$ cat src/hw/rtl/smma_pkg.sv
// Shared types and constants for the second moment matrix accumulator.
// Holds the result width, register indexes, divider status and saturating add.
// No dependencies.
`default_nettype none

package smma_pkg;

  // Fixed field widths
  localparam int unsigned VALUE_W = 48;
  localparam int unsigned POS_W   = 3;
  localparam int unsigned NV_W    = 3;
  localparam int unsigned CFG_A_W = 1;
  localparam int unsigned CFG_D_W = 3;

  // Default sizing of the top level
  localparam int unsigned MAX_VARS_DEF    = 7;
  localparam int unsigned MAX_OBS_DEF     = 65536;
  localparam int unsigned SAMPLE_BITS_DEF = 16;

  // Configuration register indexes
  localparam logic [CFG_A_W-1:0] CFG_ADD_CONST = 1'b0;
  localparam logic [CFG_A_W-1:0] CFG_NUM_VARS  = 1'b1;

  // Divider status seen by the sequencer
  typedef struct packed {
    logic busy;
    logic done;
  } div_status_t;

  // Add two signed values and clamp to the signed result range
  function automatic logic signed [VALUE_W-1:0] sat_add(
    input logic signed [VALUE_W-1:0] a,
    input logic signed [VALUE_W-1:0] b
  );
    logic signed [VALUE_W:0] s;
    logic signed [VALUE_W-1:0] r;
    s = (VALUE_W+1)'(a) + (VALUE_W+1)'(b);
    if (s[VALUE_W] != s[VALUE_W-1]) begin
      r = s[VALUE_W] ? {1'b1, {(VALUE_W-1){1'b0}}} : {1'b0, {(VALUE_W-1){1'b1}}};
    end else begin
      r = s[VALUE_W-1:0];
    end
    return r;
  endfunction

endpackage

`default_nettype wire

$ cat src/hw/rtl/smma_div.sv
// Iterative signed-by-unsigned divider, one quotient bit per cycle.
// Quotient truncates toward zero. Depends on smma_pkg.
`default_nettype none

module smma_div #(
  parameter int unsigned CNT_W = 17
) (
  input  wire logic                               clk_i,
  input  wire logic                               rst_ni,
  input  wire logic                               start_i,
  input  wire logic signed [smma_pkg::VALUE_W-1:0] dividend_i,
  input  wire logic        [CNT_W-1:0]             divisor_i,
  output logic signed      [smma_pkg::VALUE_W-1:0] quotient_o,
  output smma_pkg::div_status_t                    status_o
);

  localparam int unsigned VW     = smma_pkg::VALUE_W;
  localparam int unsigned STEP_W = $clog2(VW + 1);

  logic              busy_q;
  logic              done_q;
  logic              neg_q;
  logic [STEP_W-1:0] step_q;
  logic [VW-1:0]     quo_q;
  logic [CNT_W:0]    rem_q;
  logic [CNT_W:0]    trial;
  logic              ge;

  // Shift in the next dividend bit and try the subtract
  always_comb begin
    trial = {rem_q[CNT_W-1:0], quo_q[VW-1]};
    ge    = trial >= {1'b0, divisor_i};
  end

  // Restoring division on the magnitude
  always_ff @(posedge clk_i or negedge rst_ni) begin
    if (!rst_ni) begin
      busy_q <= 1'b0;
      done_q <= 1'b0;
      step_q <= '0;
    end else begin
      done_q <= 1'b0;
      if (start_i) begin
        busy_q <= 1'b1;
        step_q <= STEP_W'(VW);
      end else if (busy_q) begin
        step_q <= step_q - 1'b1;
        if (step_q == STEP_W'(1)) begin
          busy_q <= 1'b0;
          done_q <= 1'b1;
        end
      end
    end
  end

  always_ff @(posedge clk_i) begin
    if (start_i) begin
      neg_q <= dividend_i[VW-1];
      quo_q <= dividend_i[VW-1] ? (VW'(0) - dividend_i) : dividend_i;
      rem_q <= '0;
    end else if (busy_q) begin
      quo_q <= {quo_q[VW-2:0], ge};
      rem_q <= ge ? (trial - {1'b0, divisor_i}) : trial;
    end
  end

  // Restore the sign
  assign quotient_o = neg_q ? (VW'(0) - quo_q) : quo_q;

  always_comb begin
    status_o.busy = busy_q;
    status_o.done = done_q;
  end

endmodule

`default_nettype wire

$ cat config.mk
export PLATFORM = sky130hd
export DESIGN_NAME = smma_div
export DESIGN_NICKNAME = d
export VERILOG_FILES = /design/src/hw/rtl/smma_pkg.sv /design/src/hw/rtl/smma_div.sv
export SDC_FILE = /design/constraint.sdc
export NUM_CORES = 1
export LEC_CHECK = 0
export BUFFER_PORTS_ARGS = -buffer_cell sky130_fd_sc_hd__buf_2
export CAP_MARGIN = 20
export CORE_UTILIZATION = 52
export CTS_BUF_LIST = sky130_fd_sc_hd__clkbuf_4 sky130_fd_sc_hd__clkbuf_8 sky130_fd_sc_hd__clkbuf_16
export CTS_CLUSTER_DIAMETER = 100
export CTS_CLUSTER_SIZE = 20
export DETAILED_ROUTE_END_ITERATION = 16
export GPL_TIMING_DRIVEN = 0
export PLACE_DENSITY_LB_ADDON = 0.2
export SKIP_CTS_REPAIR_TIMING = 1
export SYNTH_ARGS = -nofsm -noshare
export SYNTH_HDL_FRONTEND = slang
export SYNTH_SLANG_ARGS = --single-unit
$ cat constraint.sdc
create_clock -name clk_i -period 3 [get_ports clk_i]
set_clock_uncertainty 0.2 [all_clocks]
set_input_delay 0.15 -clock clk_i [delete_from_list [all_inputs] [get_ports clk_i]]
set_output_delay 0.15 -clock clk_i [all_outputs]
set_load 0.02 [all_outputs]
==> flow_summary.json <==
{
  "outcome": "finished with violations",
  "failed_checks": "hold timing, setup timing",
  "worst_pin_slew_ps": 932,
  "p_leak_uw": 0.00330,
  "initial_core_util_pct": 54.4,
  "rsz0062_at_grt": "yes",
  "cts_tree": "built",
  "syn_avg_cell_area_um2": 8.85,
  "synth_seq_cells": 74,
  "area_growth_pct": 27.6,
  "root_buffer": "clkbuf_16",
  "critPathArrivalTime_ps": 3000,
  "dr.first_iter.drc_count": 696,
  "finalNetCount": 970,
  "synth-main-ff-cell": "edfxtp_1",
  "r2r_setup_slack_ps": 50,
  "finish.utilization_pct": 69.3,
  "synth.distinct_cells": 67,
  "yosys_warnings": 0,
  "async_reset_ff_share_pct": 10.8,
  "timing.rr.end": "rem_q[8]",
  "grt.total_usage_pct": 30.4,
  "seq_area_frac_synth_pct": 31.7,
  "viasPerCell": 6.32,
  "die-area_mm2": 0.0126,
  "endpoint_kind": "primary output",
  "hold_viol_final": 1,
  "synth_area_mm2": 0.00634,
  "maxSlewViolCount": 0,
  "path_max_fanout": 5,
  "via_count": 6502,
  "port_buffers": 117,
  "dr.pass1.iters": 6,
  "synth_edf_count": 49,
  "ant_nets": 0,
  "die_h_um": 112,
  "grt_pass1_vias": 5974,
  "worstSetupPathType": "reg2out",
  "ir_drop_mv": 0.404,
  "hold_class": "in2reg",
  "place_ws_ps": -461,
  "cp_cell_sequence": "or4_4 > or4_4 > nor3_4 > nand2_2 > o41ai_2 > xnor2_1 > buf_4",
  "coreArea_mm2": 0.0117,
  "drcViolationCount": 0,
  "startpoint": "quo_q[26]",
  "reg2reg_depth": 11,
  "htreeDepth": 3,
  "cpMaxStageDelayCell": "or4_4",
  "grt_pass1_wl_mm": 30.0,
  "antenna_found_initial": 0,
  "diodes": 0,
  "clkSlewWorstSetupHoldPaths_ps": 70,
  "finalCritPeriodShare_pct": 112,
  "p_per_area_mw_per_mm2": 618,
  "cp-start-kind": "flip-flop",
  "syn_inst": 716,
  "cts_buffer_depth": 2,
  "wl_per_cell_um": 19.7,
  "final-setup-viol-count": 20,
  "cts_inserted_buffers": 9,
  "relSlewSlack_pct": 37.8,
  "worst_skew_pair.late_latency_ps": 350,
  "syn_nets": 806,
  "grt_overflow_total": 0,
  "required_ps": 2650,
  "maxCapViolations": 0,
  "grt_max_degree": 36,
  "period_minus_slack_ps": 3350,
  "max_freq_mhz": 298,
  "critPathCapture": "quotient_o[37]",
  "cpPeakStageDelay_ps": 530,
  "r2r_start": "quo_q[47]",
  "cts_sinks": 74,
  "gp_congestion": 0.932,
  "worst_slack_ps": -353,
  "hpwl_mm": 14.0,
  "drive_above_1_share_pct": 31.6,
  "holdWs_ps": -20.6,
  "io_pins": 118,
  "wirelength_mm": 20.3,
  "critPathMostFrequentCell": "or4_4",
  "rows": 39,
  "die_w_um": 112
}
cell usage after synthesis, drive strengths merged (3+ instances only):
cell	number	area share (%)
a211oi	5	0.59
a21o	10	1.2
a21oi	44	3.5
a311oi	13	1.8
a31o	4	0.55
a31oi	4	0.49
and3	5	0.49
buf	12	1.2
clkbuf	29	2.4
dfrtp	8	3.2
dfxtp	17	5.4
edfxtp	49	23
ha	21	4.1
inv	30	1.8
mux2	20	3.6
nand2	53	3.2
nand2b	4	0.39
nand3	21	1.7
nand4	4	0.39
nor2	66	3.9
nor2b	3	0.30
nor3	7	0.63
nor4	10	1.3
o211ai	7	0.83
o21a	8	0.95
o21ai	46	3.6
o21bai	3	0.36
o31ai	22	2.6
o41ai	25	4.5
or2	7	0.69
or3	21	2.3
or4	11	1.4
xnor2	61	8.4
xor2	42	5.8
cell usage in the layout (no fill, tap or decap), drive strengths merged, types with 5 or more instances in the layout:
| cell | synthesis | final |
|---|---|---|
| a211oi | 5 | 5 |
| a21o | 10 | 10 |
| a21oi | 44 | 44 |
| a311oi | 13 | 13 |
| and3 | 5 | 5 |
| buf | 12 | 164 |
| clkbuf | 29 | 36 |
| dfrtp | 8 | 8 |
| dfxtp | 17 | 17 |
| edfxtp | 49 | 49 |
| ha | 21 | 21 |
| inv | 30 | 36 |
| mux2 | 20 | 20 |
| nand2 | 53 | 53 |
| nand3 | 21 | 21 |
| nor2 | 66 | 66 |
| nor3 | 7 | 7 |
| nor4 | 10 | 10 |
| o211ai | 7 | 7 |
| o21a | 8 | 8 |
| o21ai | 46 | 46 |
| o31ai | 22 | 22 |
| o41ai | 25 | 25 |
| or2 | 7 | 7 |
| or3 | 21 | 21 |
| or4 | 11 | 11 |
| xnor2 | 61 | 61 |
| xor2 | 42 | 42 |
worst max-delay path: cells and delay by family, from the launching register on:
family,cells,cell delay [ps]
buf+inv,1,180
compound gates,1,400
xor+xnor,1,180
flops,1,480
simple gates,4,1410
final cells by class:
| cell class | count | area (um2) |
|---|---|---|
| Clock inverter | 6 | 50.0 |
| Buffer | 38 | 224 |
| Fill cell | 911 | 3580 |
| Inverter | 30 | 113 |
| Sequential cell | 74 | 2010 |
| Tap cell | 143 | 179 |
| Clock buffer | 10 | 250 |
| Timing Repair Buffer | 156 | 941 |
| Multi-Input combinational cell | 571 | 4320 |
how the worst min path moves through the flow:
| stage | to | depth (start not counted) | start |
|---|---|---|---|
| after CTS | busy_q | 1 | rst_ni |
| after floorplan | busy_q | 0 | rst_ni |
| after global placement | step_q[3] | 1 | rst_ni |
| after detailed placement | busy_q | 1 | rst_ni |
| after global routing | quo_q[4] | 3 | dividend_i[4] |
| final | quo_q[0] | 3 | dividend_i[0] |
through the flow:
stage          hold WS (ps)  instance area, um2  power [uW]  instances  TNS [ps]
2_1_floorplan          -346                6340        3000        716         0
6_report              -20.6                8090        5000       1028     -3600
5_1_grt                39.3                8090        5260       1028     -4990
3_5_place_dp           -202                7120        3580        977     -6830
4_1_cts                -575                7420        4690        993    -12960
3_3_place_gp           -203                7100        3520        976     -6240
cell families after synthesis:
logic type / Yosys count / share of synthesized area [%]
AND/OR/NAND/NOR: 222 / 18.0
AO/OA/AOI/OAI: 203 / 22.6
XOR/XNOR: 103 / 14.2
flip-flops: 74 / 31.7
buffers and inverters: 71 / 5.33
adder cells (fa/ha/maj): 22 / 4.46
multiplexers: 21 / 3.71
power breakdown:
group | leakage, uW | switching (uW) | total (uW) | internal, uW
logic | 0.00241 | 1310 | 2330 | 1020
clock network | 0.000150 | 487 | 1110 | 626
registers | 0.000739 | 237 | 1560 | 1320
sequential cells by signal, indices dropped and copies added, names as in the netlist:
signal  flops
quo_q      48
done_q      1
rem_q      17
neg_q       1
step_q      6
busy_q      1
routing by layer:
metal | GRT usage [%] | share of wire (%) | up-vias
li1 | - | - | 2985
met1 | 40.1 | 42 | 3110
met2 | 50.9 | 49 | 346
met3 | 3.67 | 6.8 | 61
met4 | 12.2 | 3.0 | 0
met5 | 0 | 0 | -
(Power assumes the default switching activity.)
